$ cat src/hw/rtl/tce_pkg.sv
`timescale 1ns / 1ps
`default_nettype none
// ----------------------------------------------------------------------------
// tce_pkg
// shared types and constants of the criterion evaluator
// ----------------------------------------------------------------------------
package tce_pkg;

  typedef enum logic [1:0] {
    VERDICT_FAIL  = 2'd0,
    VERDICT_ZERO  = 2'd1,
    VERDICT_TWICE = 2'd2
  } verdict_e;

  localparam int unsigned CoefZFirst  = 8;
  localparam int unsigned CoefZSecond = 32;
  localparam int unsigned CoefXOdd    = 2;
  localparam int unsigned CoefXEven   = 4;

endpackage : tce_pkg
`default_nettype wire

$ cat src/hw/rtl/tce_if.sv
`timescale 1ns / 1ps
`default_nettype none
// ----------------------------------------------------------------------------
// tce_value_if / tce_result_if
// valid/ready channels for input value and result transactions
// ----------------------------------------------------------------------------
interface tce_value_if #(
  parameter int unsigned VALUE_BITS = 16
);
  logic                  valid;
  logic                  ready;
  logic [VALUE_BITS-1:0] value;
  modport source (output valid, output value, input ready);
  modport sink   (input valid, input value, output ready);
endinterface : tce_value_if

interface tce_result_if #(
  parameter int unsigned VALUE_BITS = 16,
  parameter int unsigned COUNT_BITS = 16
);
  logic                  valid;
  logic                  ready;
  logic [1:0]            verdict;
  logic [COUNT_BITS-1:0] count_first;
  logic [COUNT_BITS-1:0] count_second;
  logic [VALUE_BITS-1:0] squarefree_core;
  modport source (output valid, output verdict, output count_first, output count_second,
                  output squarefree_core, input ready);
  modport sink   (input valid, input verdict, input count_first, input count_second,
                  input squarefree_core, output ready);
endinterface : tce_result_if
`default_nettype wire

$ cat src/hw/rtl/tunnell_criterion_evaluator_unit.sv
`timescale 1ns / 1ps
`default_nettype none
// ----------------------------------------------------------------------------
// tunnell_criterion_evaluator_unit
// squarefree core plus weighted ternary form counts and verdict
// ----------------------------------------------------------------------------
// sequence: root steps down from 2^(VALUE_BITS/2+1) to floor(sqrt(value)), then each
//   trial square is divided into value, down to the first one that divides it, followed
//   by the core division, setup, a scan over each (x,y,z) lattice point and each (x,y)
//   row (about n^1.5 points), the verdict and the output
// throughput: one transaction at a time; ready is low until the result leaves
// reset: asynchronous active low, clears the sequencer and valid flags
module tunnell_criterion_evaluator_unit
  import tce_pkg::*;
#(
  parameter int unsigned VALUE_BITS = 16,
  parameter int unsigned COUNT_BITS = 16
) (
  input  wire logic clk_i,
  input  wire logic rst_ni,
  tce_value_if.sink    in_i,
  tce_result_if.source out_o
);
  localparam int unsigned VW = VALUE_BITS;
  // accumulation width: exact counts fit in 2*VW bits comfortably
  localparam int unsigned AW = 2 * VW + 4;
  // root index width: root <= 2^(VW/2+1)
  localparam int unsigned RW = VW / 2 + 2;
  // three bits wider for sums to catch overflow past v
  localparam int unsigned SW = VW + 3;

  typedef enum logic [3:0] {
    S_IDLE, S_ROOT, S_SQ, S_DIV, S_DIVW, S_CORE, S_CDIV, S_CDIVW,
    S_SETUP, S_SCAN, S_VERD, S_OUT
  } state_e;

  state_e          state_q;
  logic [VW-1:0]   val_q, v_q, core_q;
  logic [RW-1:0]   root_q;
  logic            even_q;
  logic [SW-1:0]   x_q, y_q, z_q;      // coordinates
  logic [SW-1:0]   tx_q, ty_q;         // partial sums
  logic [SW-1:0]   dxs_q;               // x increment
  logic [AW-1:0]   first_q, second_q;
  logic [1:0]      verdict_q;

  // shared divider
  logic            div_start, div_done;
  logic [VW-1:0]   div_a, div_b, div_quot, div_rem;
  logic [2*RW-1:0] sq;

  assign sq = root_q * root_q;

  tce_divider #(.W(VW)) u_div (
    .clk_i, .rst_ni,
    .start_i   (div_start),
    .dividend_i(div_a),
    .divisor_i (div_b),
    .done_o    (div_done),
    .quot_o    (div_quot),
    .rem_o     (div_rem)
  );

  // divisor register for root squared
  logic [2*RW-1:0] sq_q;
  assign div_a     = val_q;
  assign div_b     = sq_q[VW-1:0];
  assign div_start = (state_q == S_DIV) || (state_q == S_CDIV);

  // lattice scan datapath: ta = ty + 8z^2, tb = ty + 32z^2
  logic [SW+6:0] zz8, ta, tb;
  logic [2:0]    nz;
  logic [3:0]    w;
  always_comb begin
    zz8 = (SW+7)'(z_q) * (SW+7)'(z_q) * (SW+7)'(CoefZFirst);
    ta  = (SW+7)'(ty_q) + zz8;
    tb  = (SW+7)'(ty_q) + (zz8 << 2);
    nz  = {x_q != '0, y_q != '0, z_q != '0};
    unique case (nz[0] + nz[1] + nz[2])
      2'd0:    w = 4'd1;
      2'd1:    w = 4'd2;
      2'd2:    w = 4'd4;
      default: w = 4'd8;
    endcase
  end

  logic [SW+6:0] vext;
  logic [SW+6:0] ty_next, tx_next;
  assign vext    = (SW+7)'(v_q);
  assign ty_next = (SW+7)'(tx_q) + (SW+7)'((y_q + 1'b1) * (y_q + 1'b1));
  assign tx_next = (SW+7)'(tx_q) + (SW+7)'(dxs_q);

  logic [AW-1:0] cmax;
  assign cmax = AW'({COUNT_BITS{1'b1}});

  assign in_i.ready  = (state_q == S_IDLE);

  always_ff @(posedge clk_i or negedge rst_ni) begin
    if (!rst_ni) begin
      state_q     <= S_IDLE;
      out_o.valid <= 1'b0;
    end else begin
      unique case (state_q)
        S_IDLE: if (in_i.valid) begin
          val_q <= in_i.value;
          // start root at 2^(VW/2+1), above the sqrt of any value
          root_q <= RW'(1) << (VW/2 + 1);
          state_q <= (in_i.value == '0) ? S_CORE : S_ROOT;
        end
        // step root down until root^2 <= value
        S_ROOT: begin
          if (sq <= (2*RW)'(val_q)) begin
            sq_q    <= sq;
            state_q <= S_DIV;
          end else begin
            root_q <= root_q - 1'b1;
          end
        end
        S_DIV:  state_q <= S_DIVW;
        S_DIVW: if (div_done) begin
          if (div_rem == '0) begin
            state_q <= S_CDIV;
          end else begin
            root_q  <= root_q - 1'b1;
            state_q <= S_SQ;
          end
        end
        S_SQ: begin
          sq_q    <= sq;
          state_q <= S_DIV;
        end
        S_CDIV: state_q <= S_CDIVW;
        S_CDIVW: if (div_done) begin
          core_q  <= div_quot;
          even_q  <= ~div_quot[0];
          v_q     <= div_quot[0] ? div_quot : (div_quot >> 1);
          state_q <= S_SETUP;
        end
        // zero value: core is zero
        S_CORE: begin
          core_q  <= '0;
          even_q  <= 1'b1;
          v_q     <= '0;
          state_q <= S_SETUP;
        end
        S_SETUP: begin
          x_q <= '0; y_q <= '0; z_q <= '0;
          tx_q <= '0; ty_q <= '0;
          // (x+1)^2 - x^2 scaled: c*(2x+1), start at x=0
          dxs_q <= even_q ? SW'(CoefXEven) : SW'(CoefXOdd);
          first_q <= '0; second_q <= '0;
          state_q <= S_SCAN;
        end
        // one lattice point per cycle, apart from cycles that advance y or x
        S_SCAN: begin
          if (ta <= vext) begin
            if (ta == vext) first_q  <= first_q + AW'(w);
            if (tb == vext) second_q <= second_q + AW'(w);
            z_q <= z_q + 1'b1;
          end else if (z_q != '0 && ty_next <= vext) begin
            y_q  <= y_q + 1'b1;
            ty_q <= ty_next[SW-1:0];
            z_q  <= '0;
          end else if (tx_next <= vext && (z_q != '0 || y_q != '0 || x_q == '0)) begin
            x_q   <= x_q + 1'b1;
            tx_q  <= tx_next[SW-1:0];
            ty_q  <= tx_next[SW-1:0];
            dxs_q <= dxs_q + (even_q ? SW'(2*CoefXEven) : SW'(2*CoefXOdd));
            y_q   <= '0;
            z_q   <= '0;
          end else begin
            state_q <= S_VERD;
          end
        end
        S_VERD: begin
          if (first_q == '0 && second_q == '0) verdict_q <= VERDICT_ZERO;
          else if (second_q != '0 && first_q == (second_q << 1)) verdict_q <= VERDICT_TWICE;
          else verdict_q <= VERDICT_FAIL;
          out_o.valid <= 1'b1;
          state_q     <= S_OUT;
        end
        S_OUT: if (out_o.ready) begin
          out_o.valid <= 1'b0;
          state_q     <= S_IDLE;
        end
        default: state_q <= S_IDLE;
      endcase
    end
  end

  assign out_o.verdict         = verdict_q;
  assign out_o.count_first     = (first_q > cmax) ? {COUNT_BITS{1'b1}} : first_q[COUNT_BITS-1:0];
  assign out_o.count_second    = (second_q > cmax) ? {COUNT_BITS{1'b1}} : second_q[COUNT_BITS-1:0];
  assign out_o.squarefree_core = core_q;
endmodule : tunnell_criterion_evaluator_unit
`default_nettype wire

$ cat src/hw/rtl/tce_divider.sv
`timescale 1ns / 1ps
`default_nettype none
// ----------------------------------------------------------------------------
// tce_divider
// restoring divider, one quotient bit per cycle
// ----------------------------------------------------------------------------
module tce_divider #(
  parameter int unsigned W = 16
) (
  input  wire logic         clk_i,
  input  wire logic         rst_ni,
  input  wire logic         start_i,
  input  wire logic [W-1:0] dividend_i,
  input  wire logic [W-1:0] divisor_i,
  output logic              done_o,
  output logic [W-1:0]      quot_o,
  output logic [W-1:0]      rem_o
);
  localparam int unsigned CntW = $clog2(W + 1);

  logic [W-1:0]    quot_q, rem_q, dvs_q;
  logic [CntW-1:0] cnt_q;
  logic            busy_q;
  logic [W:0]      trial;

  assign trial = {rem_q, quot_q[W-1]} - {1'b0, dvs_q};

  always_ff @(posedge clk_i or negedge rst_ni) begin
    if (!rst_ni) begin
      busy_q <= 1'b0;
      done_o <= 1'b0;
      cnt_q  <= '0;
    end else begin
      done_o <= 1'b0;
      if (start_i) begin
        busy_q <= 1'b1;
        cnt_q  <= CntW'(W);
      end else if (busy_q) begin
        cnt_q <= cnt_q - 1'b1;
        if (cnt_q == CntW'(1)) begin
          busy_q <= 1'b0;
          done_o <= 1'b1;
        end
      end
    end
  end

  always_ff @(posedge clk_i) begin
    if (start_i) begin
      quot_q <= dividend_i;
      rem_q  <= '0;
      dvs_q  <= divisor_i;
    end else if (busy_q) begin
      if (!trial[W]) begin
        rem_q  <= trial[W-1:0];
        quot_q <= {quot_q[W-2:0], 1'b1};
      end else begin
        rem_q  <= {rem_q[W-2:0], quot_q[W-1]};
        quot_q <= {quot_q[W-2:0], 1'b0};
      end
    end
  end

  assign quot_o = quot_q;
  assign rem_o  = rem_q;
endmodule : tce_divider
`default_nettype wire

$ cat src/flat_wrapper.sv
// flat-port wrapper written by rule: the top's interface ports become plain ports
module tunnell_criterion_evaluator_unit_flat import tce_pkg::*;
#(
  parameter int unsigned VALUE_BITS = 16,
  parameter int unsigned COUNT_BITS = 16
)
  (clk_i, rst_ni, in_i_valid, in_i_value, in_i_ready, out_o_valid, out_o_verdict, out_o_count_first, out_o_count_second, out_o_squarefree_core, out_o_ready);
  tce_value_if #(.VALUE_BITS(VALUE_BITS)) in_i_i ();
  tce_result_if #(.VALUE_BITS(VALUE_BITS), .COUNT_BITS(COUNT_BITS)) out_o_i ();
  input  wire logic clk_i;
  input  wire logic rst_ni;
  input wire logic [$bits(in_i_i.valid)-1:0] in_i_valid;
  input wire logic [$bits(in_i_i.value)-1:0] in_i_value;
  output wire logic [$bits(in_i_i.ready)-1:0] in_i_ready;
  output wire logic [$bits(out_o_i.valid)-1:0] out_o_valid;
  output wire logic [$bits(out_o_i.verdict)-1:0] out_o_verdict;
  output wire logic [$bits(out_o_i.count_first)-1:0] out_o_count_first;
  output wire logic [$bits(out_o_i.count_second)-1:0] out_o_count_second;
  output wire logic [$bits(out_o_i.squarefree_core)-1:0] out_o_squarefree_core;
  input wire logic [$bits(out_o_i.ready)-1:0] out_o_ready;
  assign in_i_i.valid = in_i_valid;
  assign in_i_i.value = in_i_value;
  assign in_i_ready = in_i_i.ready;
  assign out_o_valid = out_o_i.valid;
  assign out_o_verdict = out_o_i.verdict;
  assign out_o_count_first = out_o_i.count_first;
  assign out_o_count_second = out_o_i.count_second;
  assign out_o_squarefree_core = out_o_i.squarefree_core;
  assign out_o_i.ready = out_o_ready;
  tunnell_criterion_evaluator_unit #(.VALUE_BITS(VALUE_BITS), .COUNT_BITS(COUNT_BITS)) u_core (.clk_i(clk_i), .rst_ni(rst_ni), .in_i(in_i_i), .out_o(out_o_i));
endmodule
$ cat config.mk
export PLATFORM = sky130hd
export DESIGN_NAME = tunnell_criterion_evaluator_unit_flat
export DESIGN_NICKNAME = d
export VERILOG_FILES = /design/src/hw/rtl/tce_pkg.sv /design/src/hw/rtl/tce_if.sv /design/src/hw/rtl/tunnell_criterion_evaluator_unit.sv /design/src/hw/rtl/tce_divider.sv /design/src/flat_wrapper.sv
export SDC_FILE = /design/constraint.sdc
export NUM_CORES = 2
export LEC_CHECK = 0
export ABC_AREA = 1
export BUFFER_PORTS_ARGS = -buffer_cell sky130_fd_sc_hd__buf_2
export CORE_UTILIZATION = 70
export CTS_CLUSTER_SIZE = 16
export DETAILED_ROUTE_END_ITERATION = 6
export PLACE_DENSITY_LB_ADDON = 0.15
export REMOVE_ABC_BUFFERS = 1
export SLEW_MARGIN = 30
export SYNTH_ARGS = -nofsm -noshare
export SYNTH_HDL_FRONTEND = slang
export SYNTH_HIERARCHICAL = 1
export SYNTH_SLANG_ARGS = --single-unit
export TNS_END_PERCENT = 50
$ cat constraint.sdc
create_clock -name clk_i -period 26.3 [get_ports clk_i]
set_input_delay 6.575 -clock clk_i [delete_from_list [all_inputs] [get_ports clk_i]]
set_output_delay 6.575 -clock clk_i [all_outputs]
set_load 0.05 [all_outputs]
After elaboration in Yosys (flattened, before gate mapping)
Cells that the tools add are included.
- output and inout port bits: 52
- flip-flop bits (word level): 323
- bits in read-only memories: 0
- memory bits (writable): 0
- latch bits: 0
- input bits: 20
- word-level logic and storage cells: 191
- memories kept: 0
- bitwise logic cells: 1
- add/sub/neg operators: 16
- magnitude comparators: 6
- mux-type cells: 73
- reductions and logical operators: 36
- equality and inequality tests: 33
- divide/modulo/power cells: 0
- shift-type cells: 0
- multipliers: 3
- operators by type and width (operator ; number):
    $mux 19 ; 16
    $pmux 19 s2 ; 6
    $mux 16 ; 9
    $mux 36 ; 4
    $pmux 36 s2 ; 2
    $pmux 16 s2 ; 3
    $add 19x26->26 ; 3
    $le 26x16->1 ; 3
    $add 36x4->36 ; 2
    $gt 36x16->1 const B ; 2
    $logic_not 36->1 ; 2
    $add 19x1->19 const B ; 3
    $reduce_bool 19->1 ; 3
    $eq 26x16->1 ; 2
    $pmux 4 s12 ; 1
    $mux 10 ; 4
    $eq 36x36->1 ; 1
    $mux 4 ; 9
    $reduce_bool 36->1 ; 1
    $logic_not 16->1 ; 2
    $pmux 10 s3 ; 1
    $mul 26x26->26 ; 1
    $mul 19x19->23 ; 1
    $add 19x1->20 const B ; 1
    40 further kinds ; 86

Depth between registers and ports, before layout
- word-level depth: 9
- mapped depth: 47
- depth with buffers taken out: 45

Cells and area by module
The synthesis kept the hierarchy.
- by module, submodules not included (module ; times used ; sequential area each (µm²) ; cells each ; area each (µm²)):
    tunnell_criterion_evaluator_unit ; 1 ; 7902.6 ; 4494 ; 36532.5
    tce_divider ; 1 ; 1456.4 ; 466 ; 3379.5

Least setup slack after synthesis
OpenSTA, ideal clock, no wires.
- path kind: register to register
- from: register u_core.y_q[1]
- to: register u_core.dxs_q[10] (enable)
- arrival time: 9.794 ns
- period minus slack after synthesis: 10.261 ns
- path slack: 16.039 ns
- setup time: 0.467 ns
- data required time: 25.833 ns
- cell stages (with the launch flop): 40
- buffers on the path: 2
- path through: edfxtp_1 > ha_1 > nand2_2 > inv_2 > nor2_1 > inv_1 > clkbuf_1 > nor2_1 > inv_1 > fa_1 > inv_1 > fa_1 > inv_1 > fa_1 > inv_1 > fa_1 > fa_1 > fa_1 > [4 not listed] > a21oi_1 > inv_1 > a31oi_1 > xnor2_1 > ha_1 > nand2_1 > inv_1 > nand3_1 > nor2_1 > nand2_1 > nand3_1 > nand2_1 > nand2_1 > a21oi_2 > nand2_4 > nor2_8 > buf_6 > nor2_1
- longest elaborated chain between the ends: 7
- elaborated cells between the ends (all ways): 12
- classes of those cells: add/sub (2); mul (1); order compare (1); eq/ne (2); reduce/logical (6)
- ends and longest elaborated chain (what ; line ; source):
    from (decl) ; tunnell_criterion_evaluator_unit.sv:41 ; logic [SW-1:0] x_q, y_q, z_q;
    from (signal assigned) ; tunnell_criterion_evaluator_unit.sv:161 ; y_q <= y_q + 1'b1;
    $add 19x1->20 ; tunnell_criterion_evaluator_unit.sv:90 ; assign ty_next = (SW+7)'(tx_q) + (SW+7)'((y_q + 1'b1) * (y_q + 1'b1));
    $mul 26x26->26 ; tunnell_criterion_evaluator_unit.sv:90 ;
    $add 19x26->26 ; tunnell_criterion_evaluator_unit.sv:90 ;
    $le 26x16->1 ; tunnell_criterion_evaluator_unit.sv:160 ; end else if (z_q != '0 && ty_next <= vext) begin
    $logic_and 1x1->1 ; tunnell_criterion_evaluator_unit.sv:160 ;
    $ne 2x2->1 (no source line) ; -- ;
    $reduce_and 5->1 (no source line) * ; -- ;
    to (signal assigned) ; tunnell_criterion_evaluator_unit.sv:150 ; dxs_q <= even_q ? SW'(CoefXEven) : SW'(CoefXOdd);
    to (signal assigned) ; tunnell_criterion_evaluator_unit.sv:168 ; dxs_q <= dxs_q + (even_q ? SW'(2*CoefXEven) : SW'(2*CoefXOdd));
    to (decl) ; tunnell_criterion_evaluator_unit.sv:43 ; logic [SW-1:0] dxs_q;
Every way passes the cells marked *; elsewhere a longest branch is shown, timed or not.
A chain may end at the register's enable or synchronous reset.

Worst setup path after layout
- from: register u_core.ty_q[0]
- to: register u_core.z_q[7] (enable)
- longest elaborated chain between the ends: 4
- ends and longest elaborated chain (what ; line ; source):
    from (decl) ; tunnell_criterion_evaluator_unit.sv:42 ; logic [SW-1:0] tx_q, ty_q;
    from (signal assigned) ; tunnell_criterion_evaluator_unit.sv:162 ; ty_q <= ty_next[SW-1:0];
    from (signal assigned) ; tunnell_criterion_evaluator_unit.sv:167 ; ty_q <= tx_next[SW-1:0];
    $add 19x26->26 ; tunnell_criterion_evaluator_unit.sv:76 ; ta = (SW+7)'(ty_q) + zz8;
    $le 26x16->1 ; tunnell_criterion_evaluator_unit.sv:156 ; if (ta <= vext) begin
    $ne 4x1->1 (no source line) ; -- ;
    $reduce_and 3->1 (no source line) ; -- ;
    to (signal assigned) ; tunnell_criterion_evaluator_unit.sv:159 ; z_q <= z_q + 1'b1;
    to (decl) ; tunnell_criterion_evaluator_unit.sv:41 ;
No other way between the ends.

==> impl_metrics.env <==
export IMPL_crit_buf_inv=6
export IMPL_cts_tree="yes"
export IMPL_die_width_um=240.8
export IMPL_grt_pass1_wl_um=159400
export IMPL_seq_area_frac_synth=0.2345
export IMPL_holdWs_ns=0.4098
export IMPL_wire_per_inst_um=17.07
export IMPL_portBuffers=71
export IMPL_dr_total_vias=32810
export IMPL_cts_buffers=35
export IMPL_synth_async_sr_flop_share=0.03762
export IMPL_status="complete, but fails checks"
export IMPL_tightest_slew_ns=0.9622
export IMPL_synth_avg_cell_area_sq_um=8.047
export IMPL_wl_um=98720
export IMPL_fin_nets=5817
export IMPL_dr_pass1_iters=7
export IMPL_area_growth_syn_to_layout_pct=5.831
export IMPL_synth_most_common_cell="inv_1"
export IMPL_drv_slew=0
export IMPL_fp_coreArea_sq_mm=0.05639
export IMPL_clk_latency_ns=0.54
export IMPL_crit_arrival_ns=10.39
export IMPL_critPathCaptureType="register"
export IMPL_cp_start_kind="register"
export IMPL_critPathLaunch="u_core/ty_q[0]$_SDFFCE_PP0P_"
export IMPL_hpwl_um=79220
export IMPL_htreeDepth=2
export IMPL_clock_sinks=319
export IMPL_maxCapViolCount=0
export IMPL_max_freq_mhz=97.80
export IMPL_synthSimpleGateAreaFrac=0.1951
export IMPL_pin_count=72
export IMPL_fp_dieArea_sq_mm=0.05798
export IMPL_violations="DRC"
export IMPL_clk_pin_slew_ns=0.06
export IMPL_yosysTopAreaCell="fa_1"
export IMPL_ys_seq_elements=319
export IMPL_fin_crit_sh=0.3888
export IMPL_dp_slack_ns=16.26
export IMPL_synthAdderAreaFrac=0.3333
export IMPL_antenna_found_initial=0
export IMPL_worst_setup_path_type="reg2reg"
export IMPL_crit_top_cell="nand2_1"
export IMPL_overflow=0
export IMPL_critical_path_top_delay_family="adder cells"
export IMPL_yosys_mux_area_fraction=0.0002821
export IMPL_final_util=0.7491
export IMPL_synthesis_area_sq_mm=0.03991
export IMPL_syn_inst=4960
export IMPL_period_needed_ns=10.23
export IMPL_critPathSlowestCell="edfxtp_1"
export IMPL_track_usage=0.3480
export IMPL_synth_flop_cell="edfxtp_1"
export IMPL_synthXorXnorAreaFrac=0.03765
export IMPL_drive_gt1_frac=0.04655
export IMPL_slowest_delay_ns=0.81
export IMPL_yosys_warnings=6
export IMPL_hold_viol=0
export IMPL_drt_initial_drc_count=3307
export IMPL_cts_resized=0
export IMPL_relSlewSlack=0.3563
export IMPL_ant_nets=0
export IMPL_drcViolationCount=3
export IMPL_worst_slack_ns=16.07
export IMPL_fp_row_count=87
export IMPL_synth_common_cells="1235 x inv_1, 917 x nand2_1, 447 x fa_1"
export IMPL_synth_top_cell_area_share=0.2242
export IMPL_cts_buffer_depth=3
export IMPL_hold_buffers=0
export IMPL_cp_required_ns=26.46
export IMPL_vias_per_cell=5.674
export IMPL_synth_edf_count=291
export IMPL_diodes=0
export IMPL_synth_cell_types=58
export IMPL_grt_pass1_vias=31960
export IMPL_place_congestion=0.9889
export IMPL_synth_area_leaders="fa_1 22%, edfxtp_1 22%, inv_1 12%"
export IMPL_crit_fanout=22
export IMPL_setup_viol=0
export IMPL_chipHeight_um=240.8
export IMPL_min_path_type="reg2reg"
export IMPL_start_util=0.7078
export IMPL_rrSetupSlack_ns=16.07
export IMPL_hold_start="u_core/sq_q[0]$_DFFE_PP_"
export IMPL_grt_setup_unrepaired="no"
export IMPL_worst_clock_skew_ns=0.01638
export IMPL_synth_compound_area_share=0.07122
export IMPL_grt_max_degree=72
export IMPL_rr_startpoint="u_core/ty_q[0]$_SDFFCE_PP0P_"
export IMPL_n_fill_cell=4386
export IMPL_clockRootBuffer="clkbuf_16"
export IMPL_finalSetupTns_ns=0
export IMPL_synth_top_family_by_area="adder cells"
export IMPL_post_cts_setup_buffer_count=0
-- registers in the layout, summed over array words and instances (netlist names), 5 cells and up --
register	flops
u_core/div_a	16
u_core/dxs_q	18
u_core/first_q	36
u_core/out_o.squarefree_core	16
u_core/root_q	10
u_core/second_q	36
u_core/sq_q	15
u_core/tx_q	18
u_core/ty_q	19
u_core/u_div/cnt_q	5
u_core/u_div/dvs_q	16
u_core/u_div/quot_o	16
u_core/u_div/rem_o	16
u_core/v_q	16
u_core/x_q	19
u_core/y_q	18
u_core/z_q	19
-- placed cells by master, fill, tap and decap left out, drive strengths merged, types with 4 or more instances in the layout --
cell / n
xnor2: 61
buf: 94
dfxtp: 16
clkbuf: 40
fa: 447
o21a: 11
nor4: 53
clkinv: 20
a211oi: 12
nand2: 941
inv: 1245
o21ai: 154
a21o: 14
nand4: 68
xor2: 108
nor3: 100
a221oi: 5
nand3b: 12
conb: 6
and2: 4
o211ai: 6
a31oi: 13
nand3: 174
edfxtp: 291
o22ai: 14
and3: 5
dfrtp: 12
a21oi: 260
nor3b: 14
or2: 9
o31ai: 7
nor2: 440
ha: 348
o21bai: 7
-- final timing paths --
path,to,depth (start not counted)
setup / recovery,u_core/z_q[7]$_SDFFCE_PN0P_,37
hold reg to reg,u_core/u_div/dvs_q[0]$_DFFE_PP_,0
min in group asynchronous,u_core/u_div/cnt_q[2]$_DFFE_PN0P_,1
setup reg to reg,u_core/z_q[7]$_SDFFCE_PN0P_,37
hold / removal,u_core/u_div/dvs_q[0]$_DFFE_PP_,0
max in group asynchronous,u_core/u_div/busy_q$_DFF_PN0_,1
-- through the flow --
stage,area (sq um),std cells
3_3_place_gp,41020,5719
6_report,42240,5783
2_1_floorplan,39510,4871
4_1_cts,42230,5783
5_1_grt,42240,5783
3_5_place_dp,41090,5721
-- cell families after synthesis --
family | Yosys count
XOR/XNOR | 170
adder cells (fa/ha/maj) | 795
AO/OA/AOI/OAI | 512
AND/OR/NAND/NOR | 1820
buffers and inverters | 1341
multiplexers | 1
flip-flops | 319
other | 2
-- worst reg2reg max path, delay by kind of cell (launching register included) --
family,cells,cell delay [ns]
adder cells (fa/ha/maj),10,4.31
AND/OR/NAND/NOR,16,2.32
XOR/XNOR,2,1.01
buffers and inverters,6,0.83
flip-flops,1,0.81
AO/OA/AOI/OAI,3,0.59
-- final cells by class --
type / count / area [sq um] / share of cell area
Inverter: 1248 / 4684 / 0.1109
Clock buffer: 40 / 937.1 / 0.02219
Sequential cell: 319 / 9359 / 0.2216
Multi-Input combinational cell: 3304 / 25550 / 0.6048
Clock inverter: 22 / 197.7 / 0.004680
Timing Repair Buffer: 94 / 568.0 / 0.01345
Tap cell: 756 / 945.9 / 0.02239
-- routing by layer --
layer / global-route usage / part of all wire / vias up
met5: 0 / 0 / -
met4: 0.1028 / 0.028 / 0
met3: 0.05033 / 0.088 / 187
met2: 0.5696 / 0.47 / 1486
met1: 0.4833 / 0.41 / 15590
li1: - / - / 15550
Power is left out: the tool's default activity adds up to more than one toggle a clock period on the data nets, which glitch-free logic cannot reach.
